`config.mk`:
```
export PLATFORM = sky130hd
export DESIGN_NAME = dns_response_record_extractor
export DESIGN_NICKNAME = d
export VERILOG_FILES = /design/src/design/drre_pkg.sv /design/src/design/drre_parser.sv /design/src/design/drre_queue.sv /design/src/design/drre_emit.sv /design/src/design/dns_response_record_extractor.sv
export SDC_FILE = /design/constraint.sdc
export NUM_CORES = 1
export LEC_CHECK = 0
export BUFFER_PORTS_ARGS = -buffer_cell sky130_fd_sc_hd__buf_2
export CORE_UTILIZATION = 35
export CTS_CLUSTER_DIAMETER = 50
export DETAILED_ROUTE_END_ITERATION = 10
export SYNTH_ARGS = -nofsm -noshare
export SYNTH_HDL_FRONTEND = slang
export SYNTH_SLANG_ARGS = --single-unit
```
`constraint.sdc`:
```
create_clock -name clock -period 7.35 [get_ports clock]
set_clock_uncertainty 0.2 [all_clocks]
set_input_delay 1.47 -clock clock [delete_from_list [all_inputs] [get_ports clock]]
set_output_delay 1.47 -clock clock [all_outputs]
set_load 0.03 [all_outputs]
```
`src/design/drre_pkg.sv`:
```
// drre_pkg: types and constants shared by the DNS response record extractor.
// Depends on nothing; imported by every module of the block.
package drre_pkg;

   localparam int unsigned QueueDepthDefault = 4;
   localparam int unsigned CsrAddrWidth      = 3;
   localparam int unsigned CsrDataWidth      = 32;
   localparam logic [13:0] OffsetMax         = 14'h3FFF;

   localparam logic [CsrAddrWidth-3:0] RegExpectedId = '0;

   localparam logic [1:0] ReasonNone        = 2'd0;
   localparam logic [1:0] ReasonIdMismatch  = 2'd1;
   localparam logic [1:0] ReasonNotResponse = 2'd2;
   localparam logic [1:0] ReasonServerError = 2'd3;

   localparam logic KindAnswer = 1'b0;
   localparam logic KindReject = 1'b1;

   typedef enum logic [3:0] {
      PH_HEADER  = 4'd0,
      PH_QNAME   = 4'd1,
      PH_QFIXED  = 4'd2,
      PH_ANAME   = 4'd3,
      PH_APTR    = 4'd4,
      PH_AINLINE = 4'd5,
      PH_AFIXED  = 4'd6,
      PH_ADATA   = 4'd7,
      PH_DONE    = 4'd8
   } phase_type;

   typedef struct packed {
      logic [7:0] data_byte;
      logic       last;
   } req_type;

   typedef struct packed {
      logic        kind;
      logic [1:0]  reject_reason;
      logic [3:0]  response_code;
      logic [13:0] name_offset;
      logic [15:0] record_type;
      logic [15:0] record_class;
      logic [31:0] time_to_live;
      logic [15:0] data_length;
      logic        is_address;
      logic [31:0] address;
   } rsp_type;

   typedef struct packed {
      logic full;
      logic empty;
   } queue_status_type;

endpackage

```
`src/design/drre_parser.sv`:
```
// drre_parser: front part; walks the message one byte per item and forms results.
// Depends on drre_pkg.
module drre_parser (
   input  logic              clock,
   input  logic              reset,
   input  logic              accept,
   input  drre_pkg::req_type req_data,
   input  logic [15:0]       expected_id,
   output logic              push_valid,
   output drre_pkg::rsp_type push_data
);
   import drre_pkg::*;

   phase_type   phase_ff, phase_in;
   logic [13:0] offset_ff, offset_in;
   logic [31:0] fs_ff, fs_in;
   logic [15:0] ql_ff, ql_in;
   logic [15:0] al_ff, al_in;
   logic [15:0] type_ff, type_in;
   logic [15:0] class_ff, class_in;
   logic [31:0] ttl_ff, ttl_in;
   logic [15:0] dl_ff, dl_in;
   logic [13:0] name_ff, name_in;
   logic [31:0] addr_ff, addr_in;
   logic        rejected_ff, rejected_in;

   logic [7:0]  b;
   logic [31:0] fs_hdr;
   logic [1:0]  reason;
   logic [15:0] dl_dec, ql_dec, al_dec, fix_len;
   logic        afix_done, adata_done, addr_take;
   logic [31:0] addr_next;

   function automatic phase_type after_q(input logic [15:0] q, input logic [15:0] a);
      if (q != 16'd0) begin
         return PH_QNAME;
      end else if (a != 16'd0) begin
         return PH_ANAME;
      end
      return PH_DONE;
   endfunction

   assign b          = req_data.data_byte;
   assign fs_hdr     = {fs_ff[23:0], b};
   assign dl_dec     = dl_ff - 16'd1;
   assign ql_dec     = ql_ff - 16'd1;
   assign al_dec     = al_ff - 16'd1;
   assign fix_len    = {fs_ff[7:0], b};
   assign afix_done  = (phase_ff == PH_AFIXED) && (dl_ff == 16'd1);
   assign adata_done = (phase_ff == PH_ADATA) && (dl_ff == 16'd1);
   assign addr_take  = (fs_ff[15:0] < 16'd4);
   assign addr_next  = addr_take ? {addr_ff[23:0], b} : addr_ff;

   always_comb begin
      if (fs_hdr[31:16] != expected_id) begin
         reason = ReasonIdMismatch;
      end else if (!fs_hdr[15]) begin
         reason = ReasonNotResponse;
      end else if (fs_hdr[3:0] != 4'd0) begin
         reason = ReasonServerError;
      end else begin
         reason = ReasonNone;
      end
   end

   // next phase
   always_comb begin
      phase_in = phase_ff;
      if (accept) begin
         if (req_data.last) begin
            phase_in = PH_HEADER;
         end else if (!rejected_ff) begin
            case (phase_ff)
               PH_HEADER: begin
                  if (offset_ff == 14'd11) phase_in = after_q(ql_ff, al_ff);
               end
               PH_QNAME: begin
                  if (b == 8'd0) phase_in = PH_QFIXED;
               end
               PH_QFIXED: begin
                  if (dl_ff == 16'd1) phase_in = after_q(ql_dec, al_ff);
               end
               PH_ANAME: begin
                  if (b[7:6] == 2'b11) phase_in = PH_APTR;
                  else if (b == 8'd0) phase_in = PH_AFIXED;
                  else phase_in = PH_AINLINE;
               end
               PH_APTR: begin
                  phase_in = PH_AFIXED;
               end
               PH_AINLINE: begin
                  if (b == 8'd0) phase_in = PH_AFIXED;
               end
               PH_AFIXED: begin
                  if (dl_ff == 16'd1) begin
                     if (fix_len != 16'd0) phase_in = PH_ADATA;
                     else phase_in = (al_dec != 16'd0) ? PH_ANAME : PH_DONE;
                  end
               end
               PH_ADATA: begin
                  if (dl_ff == 16'd1) phase_in = (al_dec != 16'd0) ? PH_ANAME : PH_DONE;
               end
               default: begin
                  phase_in = phase_ff;
               end
            endcase
         end
      end
   end

   // datapath
   always_comb begin
      offset_in   = offset_ff;
      fs_in       = fs_ff;
      ql_in       = ql_ff;
      al_in       = al_ff;
      type_in     = type_ff;
      class_in    = class_ff;
      ttl_in      = ttl_ff;
      dl_in       = dl_ff;
      name_in     = name_ff;
      addr_in     = addr_ff;
      rejected_in = rejected_ff;
      if (accept) begin
         if (req_data.last) begin
            offset_in   = '0;
            fs_in       = '0;
            ql_in       = '0;
            al_in       = '0;
            type_in     = '0;
            class_in    = '0;
            ttl_in      = '0;
            dl_in       = '0;
            name_in     = '0;
            addr_in     = '0;
            rejected_in = 1'b0;
         end else begin
            if (offset_ff < OffsetMax) offset_in = offset_ff + 14'd1;
            if (!rejected_ff) begin
               case (phase_ff)
                  PH_HEADER: begin
                     if (offset_ff < 14'd4) fs_in = fs_hdr;
                     if (offset_ff == 14'd3) begin
                        if (reason != ReasonNone) rejected_in = 1'b1;
                     end else if (offset_ff == 14'd4 || offset_ff == 14'd5) begin
                        ql_in = {ql_ff[7:0], b};
                     end else if (offset_ff == 14'd6 || offset_ff == 14'd7) begin
                        al_in = {al_ff[7:0], b};
                     end else if (offset_ff == 14'd11) begin
                        fs_in = '0;
                     end
                  end
                  PH_QNAME: begin
                     if (b == 8'd0) dl_in = 16'd4;
                  end
                  PH_QFIXED: begin
                     dl_in = dl_dec;
                     if (dl_dec == 16'd0) ql_in = ql_dec;
                  end
                  PH_ANAME: begin
                     name_in = offset_ff;
                     if (b[7:6] == 2'b11) begin
                        fs_in = {26'd0, b[5:0]};
                     end else if (b == 8'd0) begin
                        dl_in = 16'd10; fs_in = '0; type_in = '0; class_in = '0; ttl_in = '0;
                     end
                  end
                  PH_APTR: begin
                     name_in = {fs_ff[5:0], b};
                     dl_in = 16'd10; fs_in = '0; type_in = '0; class_in = '0; ttl_in = '0;
                  end
                  PH_AINLINE: begin
                     if (b == 8'd0) begin
                        dl_in = 16'd10; fs_in = '0; type_in = '0; class_in = '0; ttl_in = '0;
                     end
                  end
                  PH_AFIXED: begin
                     if (dl_ff >= 16'd9) type_in = {type_ff[7:0], b};
                     else if (dl_ff >= 16'd7) class_in = {class_ff[7:0], b};
                     else if (dl_ff >= 16'd3) ttl_in = {ttl_ff[23:0], b};
                     else fs_in = {16'd0, fix_len};
                     dl_in = dl_dec;
                     if (dl_dec == 16'd0) begin
                        dl_in   = fix_len;
                        fs_in   = {fix_len, 16'd0};
                        addr_in = '0;
                        if (fix_len == 16'd0) al_in = al_dec;
                     end
                  end
                  PH_ADATA: begin
                     addr_in = addr_next;
                     if (addr_take) fs_in = fs_ff + 32'd1;
                     dl_in = dl_dec;
                     if (dl_dec == 16'd0) al_in = al_dec;
                  end
                  default: begin
                     fs_in = fs_ff;
                  end
               endcase
            end
         end
      end
   end

   // result
   always_comb begin
      push_valid = 1'b0;
      push_data  = '0;
      if (accept && !rejected_ff) begin
         if (phase_ff == PH_HEADER && offset_ff == 14'd3 && reason != ReasonNone) begin
            push_valid              = 1'b1;
            push_data.kind          = KindReject;
            push_data.reject_reason = reason;
            push_data.response_code = fs_hdr[3:0];
         end else if ((afix_done && fix_len == 16'd0) || adata_done) begin
            push_valid             = 1'b1;
            push_data.kind         = KindAnswer;
            push_data.name_offset  = name_ff;
            push_data.record_type  = type_ff;
            push_data.record_class = class_ff;
            push_data.time_to_live = ttl_ff;
            push_data.data_length  = adata_done ? fs_ff[31:16] : 16'd0;
            push_data.is_address   = (type_ff == 16'd1);
            push_data.address      = (adata_done && type_ff == 16'd1) ? addr_next : 32'd0;
         end
      end
   end

   always_ff @(posedge clock) begin
      if (reset) begin
         phase_ff    <= PH_HEADER;
         offset_ff   <= '0;
         fs_ff       <= '0;
         ql_ff       <= '0;
         al_ff       <= '0;
         type_ff     <= '0;
         class_ff    <= '0;
         ttl_ff      <= '0;
         dl_ff       <= '0;
         name_ff     <= '0;
         addr_ff     <= '0;
         rejected_ff <= 1'b0;
      end else begin
         phase_ff    <= phase_in;
         offset_ff   <= offset_in;
         fs_ff       <= fs_in;
         ql_ff       <= ql_in;
         al_ff       <= al_in;
         type_ff     <= type_in;
         class_ff    <= class_in;
         ttl_ff      <= ttl_in;
         dl_ff       <= dl_in;
         name_ff     <= name_in;
         addr_ff     <= addr_in;
         rejected_ff <= rejected_in;
      end
   end

endmodule

```
`src/design/drre_queue.sv`:
```
// drre_queue: short result queue between the parser and the output stage.
// Depends on drre_pkg.
module drre_queue #(
   parameter int unsigned Depth = drre_pkg::QueueDepthDefault
) (
   input  logic                       clock,
   input  logic                       reset,
   input  logic                       push_valid,
   input  drre_pkg::rsp_type          push_data,
   input  logic                       pop,
   output logic                       head_valid,
   output drre_pkg::rsp_type          head_data,
   output drre_pkg::queue_status_type status
);
   import drre_pkg::*;

   localparam int unsigned PtrWidth   = $clog2(Depth);
   localparam int unsigned CountWidth = $clog2(Depth + 1);

   rsp_type               mem_ff [Depth];
   logic [PtrWidth-1:0]   wr_ff, wr_in, rd_ff, rd_in;
   logic [CountWidth-1:0] count_ff, count_in;
   logic                  do_push, do_pop;

   assign status.full  = (count_ff == CountWidth'(Depth));
   assign status.empty = (count_ff == '0);
   assign head_valid   = !status.empty;
   assign head_data    = mem_ff[rd_ff];
   assign do_push      = push_valid && !status.full;
   assign do_pop       = pop && !status.empty;

   always_comb begin
      wr_in    = wr_ff;
      rd_in    = rd_ff;
      count_in = count_ff;
      if (do_push) wr_in = (wr_ff == PtrWidth'(Depth - 1)) ? '0 : wr_ff + 1'b1;
      if (do_pop) rd_in = (rd_ff == PtrWidth'(Depth - 1)) ? '0 : rd_ff + 1'b1;
      if (do_push && !do_pop) count_in = count_ff + 1'b1;
      else if (do_pop && !do_push) count_in = count_ff - 1'b1;
   end

   always_ff @(posedge clock) begin
      if (do_push) mem_ff[wr_ff] <= push_data;
   end

   always_ff @(posedge clock) begin
      if (reset) begin
         wr_ff    <= '0;
         rd_ff    <= '0;
         count_ff <= '0;
      end else begin
         wr_ff    <= wr_in;
         rd_ff    <= rd_in;
         count_ff <= count_in;
      end
   end

endmodule

```
`src/design/drre_emit.sv`:
```
// drre_emit: back part; output register that hands queued results to the sink.
// Depends on drre_pkg.
module drre_emit (
   input  logic              clock,
   input  logic              reset,
   input  logic              head_valid,
   input  drre_pkg::rsp_type head_data,
   output logic              pop,
   input  logic              rsp_stall,
   output logic              rsp_valid,
   output drre_pkg::rsp_type rsp_data
);
   import drre_pkg::*;

   logic    valid_ff, valid_in;
   rsp_type data_ff, data_in;

   assign pop       = head_valid && (!valid_ff || !rsp_stall);
   assign rsp_valid = valid_ff;
   assign rsp_data  = data_ff;

   always_comb begin
      data_in  = data_ff;
      valid_in = valid_ff && rsp_stall;
      if (pop) begin
         data_in  = head_data;
         valid_in = 1'b1;
      end
   end

   always_ff @(posedge clock) begin
      data_ff <= data_in;
   end

   always_ff @(posedge clock) begin
      if (reset) begin
         valid_ff <= 1'b0;
      end else begin
         valid_ff <= valid_in;
      end
   end

endmodule

```
`src/design/dns_response_record_extractor.sv`:
```
// dns_response_record_extractor: top level; parser, result queue, output stage, CSR.
// Depends on drre_pkg, drre_parser, drre_queue, drre_emit.
// Throughput: one message byte per cycle while the result queue is not full (req_stall low).
// A result is written into the queue at the edge that accepts the byte completing it,
// then moves through the output register onto rsp; rsp_stall can hold it in the queue.
// req_stall rises only when the result queue is full.
// Reset (synchronous): parser back to header phase, queue and output emptied,
// expected_id cleared to 0.
module dns_response_record_extractor #(
   parameter int unsigned QueueDepth = drre_pkg::QueueDepthDefault
) (
   input  logic                                 clock,
   input  logic                                 reset,
   input  logic                                 req_valid,
   output logic                                 req_stall,
   input  drre_pkg::req_type                    req_data,
   output logic                                 rsp_valid,
   input  logic                                 rsp_stall,
   output drre_pkg::rsp_type                    rsp_data,
   input  logic                                 csr_psel,
   input  logic                                 csr_penable,
   input  logic                                 csr_pwrite,
   input  logic [drre_pkg::CsrAddrWidth-1:0]    csr_paddr,
   input  logic [drre_pkg::CsrDataWidth-1:0]    csr_pwdata,
   output logic [drre_pkg::CsrDataWidth-1:0]    csr_prdata,
   output logic                                 csr_pready
);
   import drre_pkg::*;

   logic             accept;
   logic             push_valid, pop, head_valid;
   rsp_type          push_data, head_data;
   queue_status_type q_status;
   logic [15:0]      expected_id_ff, expected_id_in;
   logic             csr_sel_reg;

   assign csr_pready  = 1'b1;
   assign csr_sel_reg = (csr_paddr[CsrAddrWidth-1:2] == RegExpectedId);
   assign csr_prdata  = csr_sel_reg ? {16'd0, expected_id_ff} : '0;

   always_comb begin
      expected_id_in = expected_id_ff;
      if (csr_psel && csr_penable && csr_pwrite && csr_pready && csr_sel_reg) begin
         expected_id_in = csr_pwdata[15:0];
      end
   end

   always_ff @(posedge clock) begin
      if (reset) begin
         expected_id_ff <= '0;
      end else begin
         expected_id_ff <= expected_id_in;
      end
   end

   assign req_stall = q_status.full;
   assign accept    = req_valid && !req_stall;

   drre_parser u_parser (
      .clock       (clock),
      .reset       (reset),
      .accept      (accept),
      .req_data    (req_data),
      .expected_id (expected_id_ff),
      .push_valid  (push_valid),
      .push_data   (push_data)
   );

   drre_queue #(.Depth(QueueDepth)) u_queue (
      .clock      (clock),
      .reset      (reset),
      .push_valid (push_valid),
      .push_data  (push_data),
      .pop        (pop),
      .head_valid (head_valid),
      .head_data  (head_data),
      .status     (q_status)
   );

   drre_emit u_emit (
      .clock      (clock),
      .reset      (reset),
      .head_valid (head_valid),
      .head_data  (head_data),
      .pop        (pop),
      .rsp_stall  (rsp_stall),
      .rsp_valid  (rsp_valid),
      .rsp_data   (rsp_data)
   );

   a_reject_clean: assert property (@(posedge clock) disable iff (reset)
      rsp_valid && rsp_data.kind == KindReject |->
         rsp_data.record_type == 16'd0 && rsp_data.time_to_live == 32'd0 &&
         rsp_data.is_address == 1'b0 && rsp_data.address == 32'd0 &&
         rsp_data.reject_reason != ReasonNone)
      else $error("reject result carries record fields");

   a_answer_clean: assert property (@(posedge clock) disable iff (reset)
      rsp_valid && rsp_data.kind == KindAnswer |->
         rsp_data.reject_reason == ReasonNone && rsp_data.response_code == 4'd0 &&
         rsp_data.is_address == (rsp_data.record_type == 16'd1))
      else $error("answer result fields inconsistent");

   a_drain: assert property (@(posedge clock) disable iff (reset)
      head_valid && !rsp_valid |=> rsp_valid)
      else $error("queued result not moved to output");

endmodule

```
==> results of run 1 <==
layout by cell type, fill, tap and decap left out, types with 21 or more instances in the layout:
cell type  count
edfxtp_1     670
dfxtp_1      231
nand2_1      202
a21oi_1      194
buf_2        183
nor2_1       174
mux4_2       134
clkbuf_16    109
and2_1       101
nand3_1       86
o21ai_0       81
mux2i_1       58
nor3_1        53
nor4_1        42
inv_1         38
buf_4         38
a22o_1        33
nand4_1       30
xnor2_1       28
nor2b_1       27
a22oi_1       22
xor2_1        21
ha_1          21
Yosys cell counts (39+ instances only):
cell      number
a21oi_1      195
and2_1       105
clkbuf_1     142
dfxtp_1      233
edfxtp_1     670
inv_1         39
mux2i_1       58
mux4_2       134
nand2_1      202
nand3_1       86
nor2_1       176
nor3_1        53
nor4_1        43
o21ai_0       81
state kept, by name, indices dropped and copies added, names as in the netlist, 2 cells and up:
signal	cells
u_queue.count_ff	3
u_parser.name_ff	14
u_queue.wr_ff	2
u_parser.type_ff	16
u_queue.mem_ff	536
u_parser.ql_ff	16
u_parser.phase_ff	4
u_emit.rsp_data	134
u_parser.ttl_ff	32
u_parser.fs_ff	32
u_parser.offset_ff	14
u_parser.class_ff	16
u_parser.al_ff	16
expected_id_ff	16
u_parser.dl_ff	16
u_queue.rd_ff	2
u_parser.addr_ff	32
cell type report:
| cell class | instances | share of cell area |
|---|---|---|
| clock inverters | 66 | 0.0150 |
| clock buffers | 133 | 0.0666 |
| flip-flops and latches | 903 | 0.572 |
| repair buffers | 230 | 0.0319 |
| inverters | 40 | 0.00358 |
| multi-input cells | 1602 | 0.271 |
| well taps | 1391 | 0.0401 |
worst max-delay path: cells and delay by family:
kind	cells	cell delay, ps
simple gates	4	2180
compound gates	2	690
buf+inv	2	780
metal layers:
layer / track usage / up-vias
met5: 0 / -
met4: 0.0524 / 6
met3: 0.0328 / 154
met2: 0.265 / 710
met1: 0.231 / 11565
li1: - / 10741
cells by family (layout without fill, tap and decap cells):
| group | count (synthesis) | in the layout |
|---|---|---|
| buffers and inverters | 243 | 469 |
| AOI/OAI and AO/OA | 492 | 492 |
| and+or+nand+nor | 827 | 827 |
| adders and majority gates | 22 | 22 |
| xor gates and xnor gates | 49 | 49 |
| muxes | 195 | 195 |
| other | 2 | 17 |
| DFF | 903 | 903 |
power by group:
group	switching [mW]	leakage, nW	internal (mW)
logic	2.07	4.64	1.08
registers	0.184	8.11	6.13
clock network	2.14	1.73	3.07
total	4.39	14.5	10.3
per-stage QoR:
| stage | util | power (mW) | hold slack, ps |
|---|---|---|---|
| 2_1_floorplan | - | 8.67 | 227 |
| 6_report | 0.410 | 14.7 | 245 |
| 3_3_place_gp | 0.377 | 9.65 | 235 |
| 3_5_place_dp | 0.377 | 9.66 | 241 |
| 4_1_cts | 0.410 | 14.9 | 248 |
| 5_1_grt | 0.410 | 15.3 | 274 |
worst paths after layout:
check | endpoint | from | cells after the start | slack (ps)
worst min register to register | u_parser.class_ff[9] | u_parser.class_ff[9] | 2 | 250
worst min-delay path | u_parser.class_ff[9] | u_parser.class_ff[9] | 2 | 250
worst max-delay path | u_queue.mem_ff[0][94] | req_data[4] | 8 | 2290
worst max register to register | u_queue.mem_ff[0][94] | u_parser.dl_ff[4] | 7 | 2800
==> summary.txt, run 1 <==
Placement
  • Post-Place Cells: 4166
  • Pre-CTS setup slack: 1590 ps
  • IO Port Bufs: 184
  • GP Congestion: 0.885
  • Placed Area: 39800 sq um
  • Dpl hpwl: 55.6 mm

STA
  • Max Freq: 198 MHz
  • Final worst path period share: 0.688
  • Worst-Margin Slew: 1290 ps
  • Final worst slack: 2290 ps
  • Tmin final: 5060 ps
  • RSZ-0062 raised after global routing: false
  • Hold Vio Cnt, Final: 0
  • Slew HR: 0.141
  • Final Setup Violations: 0
  • Setup_tns: 0 ps
  • Slew Limit Fails: 0

Yosys
  • Post-Syn Area per Cell: 13.7 sq um
  • FFs w/ async S/R, synth: 0
  • Synth Area in Adders: 0.00755
  • Count of different cell masters after synthesis: 86
  • Synth area leader: edfxtp_1
  • Largest family of logic cells by synthesized area: simple AND/OR/NAND/NOR gates
  • Post-Synthesis Cell Area: 37400 sq um
  • Synth area leaders: edfxtp_1, dfxtp_1, mux4_2
  • Synth Area in XOR/XNOR: 0.0115
  • Post-synthesis sequential area ratio: 0.662
  • Synth Area in Compound Gates: 0.0819
  • Ys flop type: edfxtp_1
  • Area share of and/or/nand/nor cells after synthesis: 0.113
  • Cells after Synth: 2733
  • Yosys warns: 0
  • Register bit total from synthesis: 903
  • Yosys top cell area share: 0.538
  • Mux share of post-synthesis cell area: 0.0970
  • Post-synth EDFFs: 670

Cells and area
  • Layout area overhead: 15.8%
  • Multi-input gate area: 11700 sq um
  • Diodes inserted: 0
  • Layout cells sized above 1: 0.192
  • Non-filler cells, final: 4365
  • Finished layout cell area: 43400 sq um
  • Sequential Area: 24800 sq um
  • Fin nets: 2956
  • Fillers: 9756

Clock tree
  • Post-CTS Setup Bufs: 0
  • Max clock buf depth: 3
  • CTS tree: yes
  • Reg clk slew, reported paths: 60 ps
  • CTS Hold Bufs: 0
  • Root buf cell: clkbuf_16
  • Sink Count: 903
  • H-tree depth: 3
  • Worst-Skew Late Latency: 680 ps
  • TritonCTS Buffers: 106
  • Post-cts sizing count: 0

Drt
  • Met2 WL: 43.0 mm
  • DR WL met3: 5.69 mm
  • Initial DRT Pass Iterations: 9
  • Drt total wl: 91.4 mm
  • Final ANT Viol Nets: 0
  • Drc violations: 16
  • Via/cell ratio: 5.31
  • Metal1 wirelength: 40.6 mm
  • Vias: 23176
  • Avg WL per Cell: 20.9 microns
  • Uppermost routed layer: met5
  • Initial DRC count: 1874

Floorplanning
  • Horiz. Die Dim: 329 microns
  • # IOs: 220
  • Row cnt: 119
  • Die area: 108000 sq um
  • Initial core utilization: 0.354
  • Die Span Y: 329 microns
  • Core ar.: 106000 sq um

Pwr
  • Max VDD drop: 0.000183 V
  • Leakage power total: 14.5 nW
  • Pwr Density: 339 nW/um^2

Global routing
  • Initial antenna violation count: 7
  • Vias in the first global route: 22683
  • First-pass GRT wire length: 139 mm
  • Largest net degree at the start of global routing: 137
  • Grt ovf: 0
  • Total Routing Usage GR: 0.167

Worst setup path
  • WP data required: 7480 ps
  • CP Class: input pin to register
  • CP peak stage delay: 790 ps
  • Worst setup SP type: input pin
  • Crit path capture type: register
  • WP data arrival: 5190 ps
  • Max Fanout on Critical Path: 46
  • Cells along the critical path: buf_2, or4_1, nor2_1, a31oi_1, nor4_4, o21bai_1, and2_4, buf_4
  • Slowest CP cell: and2_4

Status
  • Status: finished, violations left
  • Failing checks: DRC

Worst hold path
  • Worst hold path type: register to register

Flow run
  • Maximum Capacitance Violations: 0
No activity file was read; power rests on OpenSTA's default activity.
==> inputs of run 2 (changes only) <==
- ABC_AREA: default -> 1
- clock period: 7.35 -> 4.77 ns (I/O delays scaled with it)
==> summary.txt, run 2 <==
Yosys
  • Synth area leader: edfxtp_1
  • Most common cell in the netlist: nor2_1
  • Synth area leaders: edfxtp_1, dfxtp_1, nor2_1
  • Synth cell count leaders: nor2_1, edfxtp_1, nand2_1
  • Yosys warns: 0
  • Register bit total from synthesis: 903
  • Post-Syn Area per Cell: 9.60 sq um
  • Yosys top cell area share: 0.509
  • Post-synthesis sequential area ratio: 0.627
  • Post-Synthesis Cell Area: 39500 sq um
  • Cells after Synth: 4121
  • Ys flop type: edfxtp_1
  • Post-synth EDFFs: 670
  • FFs w/ async S/R, synth: 0
  • Count of different cell masters after synthesis: 51

Pwr
  • Max VDD drop: 0.000456 V
  • Switching part of the total: 0.348
  • Combinational share of power: 0.257
  • Leakage power total: 16.5 nW
  • Seq pwr share: 0.415
  • Clock share of power: 0.329
  • Internal power: 16.0 mW
  • Total power: 24.6 mW
  • Pwr Density: 539 nW/um^2
  • P_sw: 8.55 mW

Placement
  • IO Port Bufs: 184
  • Dpl hpwl: 65.6 mm
  • Pre-CTS setup slack: 731 ps
  • GP Congestion: 0.929

Drt
  • Drc violations: 0
  • Drt total wl: 105 mm
  • Via/cell ratio: 5.09
  • Final ANT Viol Nets: 0
  • Avg WL per Cell: 18.0 microns
  • Vias: 29610
  • Initial DRC count: 2794
  • Initial DRT Pass Iterations: 5

Worst setup path
  • WP data required: 5090 ps
  • Worst setup SP type: register
  • CP delay by family, top: simple AND/OR/NAND/NOR gates
  • CP Class: register to register
  • WP data arrival: 4120 ps
  • Max Fanout on Critical Path: 56
  • Crit path capture type: register
  • CP peak stage delay: 550 ps
  • Slowest CP cell: nand2_2
  • Cells along the critical path: inv_1, ha_1, nand2_1, inv_2, nor2_1, nand2_1, nor2_1, nand3_1, nor2_4, nand3_4, nand2_4, nand2_2, o21ai_0, a21oi_1
  • Critical path buffers and inverters: 2

STA
  • Final worst path period share: 0.797
  • RSZ-0062 raised after global routing: false
  • Final worst slack: 969 ps
  • Slew HR: 0.289
  • Max Freq: 263 MHz
  • Hold Vio Cnt, Final: 0
  • Final Setup Violations: 0
  • Worst-Margin Slew: 1070 ps
  • Slew Limit Fails: 0
  • Setup_tns: 0 ps
  • Tmin final: 3800 ps

Clock tree
  • Reg clk slew, reported paths: 60 ps
  • CTS tree: yes
  • CTS Hold Bufs: 0
  • Post-CTS Setup Bufs: 0
  • Root buf cell: clkbuf_16
  • TritonCTS Buffers: 102
  • Worst-Skew Late Latency: 690 ps
  • Post-cts sizing count: 0
  • Sink Count: 903
  • Max clock buf depth: 3
  • H-tree depth: 3

Floorplanning
  • Horiz. Die Dim: 338 microns
  • Die Span Y: 338 microns
  • Die area: 114000 sq um
  • Core ar.: 111000 sq um
  • Row cnt: 122
  • # IOs: 220
  • Initial core utilization: 0.355

Cells and area
  • Fin util: 0.410
  • Fillers: 10811
  • Fin nets: 4316
  • Layout cells sized above 1: 0.110
  • Layout area overhead: 15.3%
  • Biggest register: u_queue.mem_ff
  • Commonest non-fill, non-tap cells in the layout: nor2_1, edfxtp_1, nand2_1, o21ai_0, inv_1
  • Most common cell after layout, fill and taps aside: nor2_1
  • Largest register FFs: 536

Worst hold path
  • Worst hold path type: register to register

Global routing
  • Grt ovf: 0
  • Initial antenna violation count: 7
  • Total Routing Usage GR: 0.177
  • Vias in the first global route: 27384
  • Largest net degree at the start of global routing: 197
  • First-pass GRT wire length: 160 mm

Flow run
  • Maximum Capacitance Violations: 0

Status
  • Status: finished clean
## run 2: cell count changes in the layout (fill, tap and decap cells not counted), sizes merged, moves of 37 or more
cell    delta
o22ai    +133
nand3     +48
a21oi     +50
o21ai    +449
nand2    +379
nor4      -37
a211oi    +37
mux2i     -58
nor2     +575
mux4     -134
inv      +294
and2     -104
## run 2: final cells by class
cell class                      count  area [sq um]  share of cell area
Sequential cell                   903         24800               0.544
Multi-Input combinational cell   2652         12500               0.275
Clock buffer                      139          2930              0.0643
Tap cell                         1488          1860              0.0408
Timing Repair Buffer              244          1550              0.0339
Inverter                          340          1290              0.0284
Clock inverter                     55           627              0.0137
Antenna cell                        2          5.00            0.000110
## run 2: layer usage
metal | vias to the layer above | share of wire | GRT usage
li1 | 14448 | - | -
met1 | 14123 | 0.45 | 0.245
met2 | 873 | 0.46 | 0.284
met3 | 156 | 0.064 | 0.0294
met4 | 10 | 0.023 | 0.0541
met5 | - | 0.00060 | 0
## run 2: worst paths after layout
kind,from,end,slack [ps],cells after the start
max,u_parser.dl_ff[0],u_parser.addr_ff[2],970,14
min,u_parser.name_ff[13],u_parser.name_ff[13],260,2
max reg2reg,u_parser.dl_ff[0],u_parser.addr_ff[2],970,14
min reg2reg,u_parser.name_ff[13],u_parser.name_ff[13],260,2
## run 2: power groups by stage
stage,clock network (mW),registers [mW],logic (mW)
after global placement,0,10.4,6.35
final,8.08,10.2,6.31
after global routing,8.56,10.3,6.90
after CTS,8.27,10.2,6.40
after detailed placement,0,10.4,6.38
after floorplan,0,11.4,3.16
## run 2: through the flow
stage / hold slack, ps / area (sq um) / instances
floorplan: 230 / 39600 / 4136
global placement: 245 / 42000 / 5627
detailed placement: 247 / 42000 / 5627
CTS: 256 / 45600 / 5821
global route: 272 / 45600 / 5821
finish: 256 / 45600 / 5823
## run 2: worst min-delay path, delay by kind of cell (launching register included)
family	cells	cell delay (ps)
DFF	1	290
buffers and inverters	1	60
AOI/OAI and AO/OA	1	50
## run 2: kinds of logic (layout without fill, tap and decap cells)
family	count (synthesis)	count (layout)	share of synthesized area
xor gates and xnor gates	20	20	0.00443
AOI/OAI and AO/OA	1017	1017	0.139
adders and majority gates	22	22	0.00715
buffers and inverters	581	778	0.0587
other	2	19	0.000190
DFF	903	903	0.627
and+or+nand+nor	1576	1576	0.164
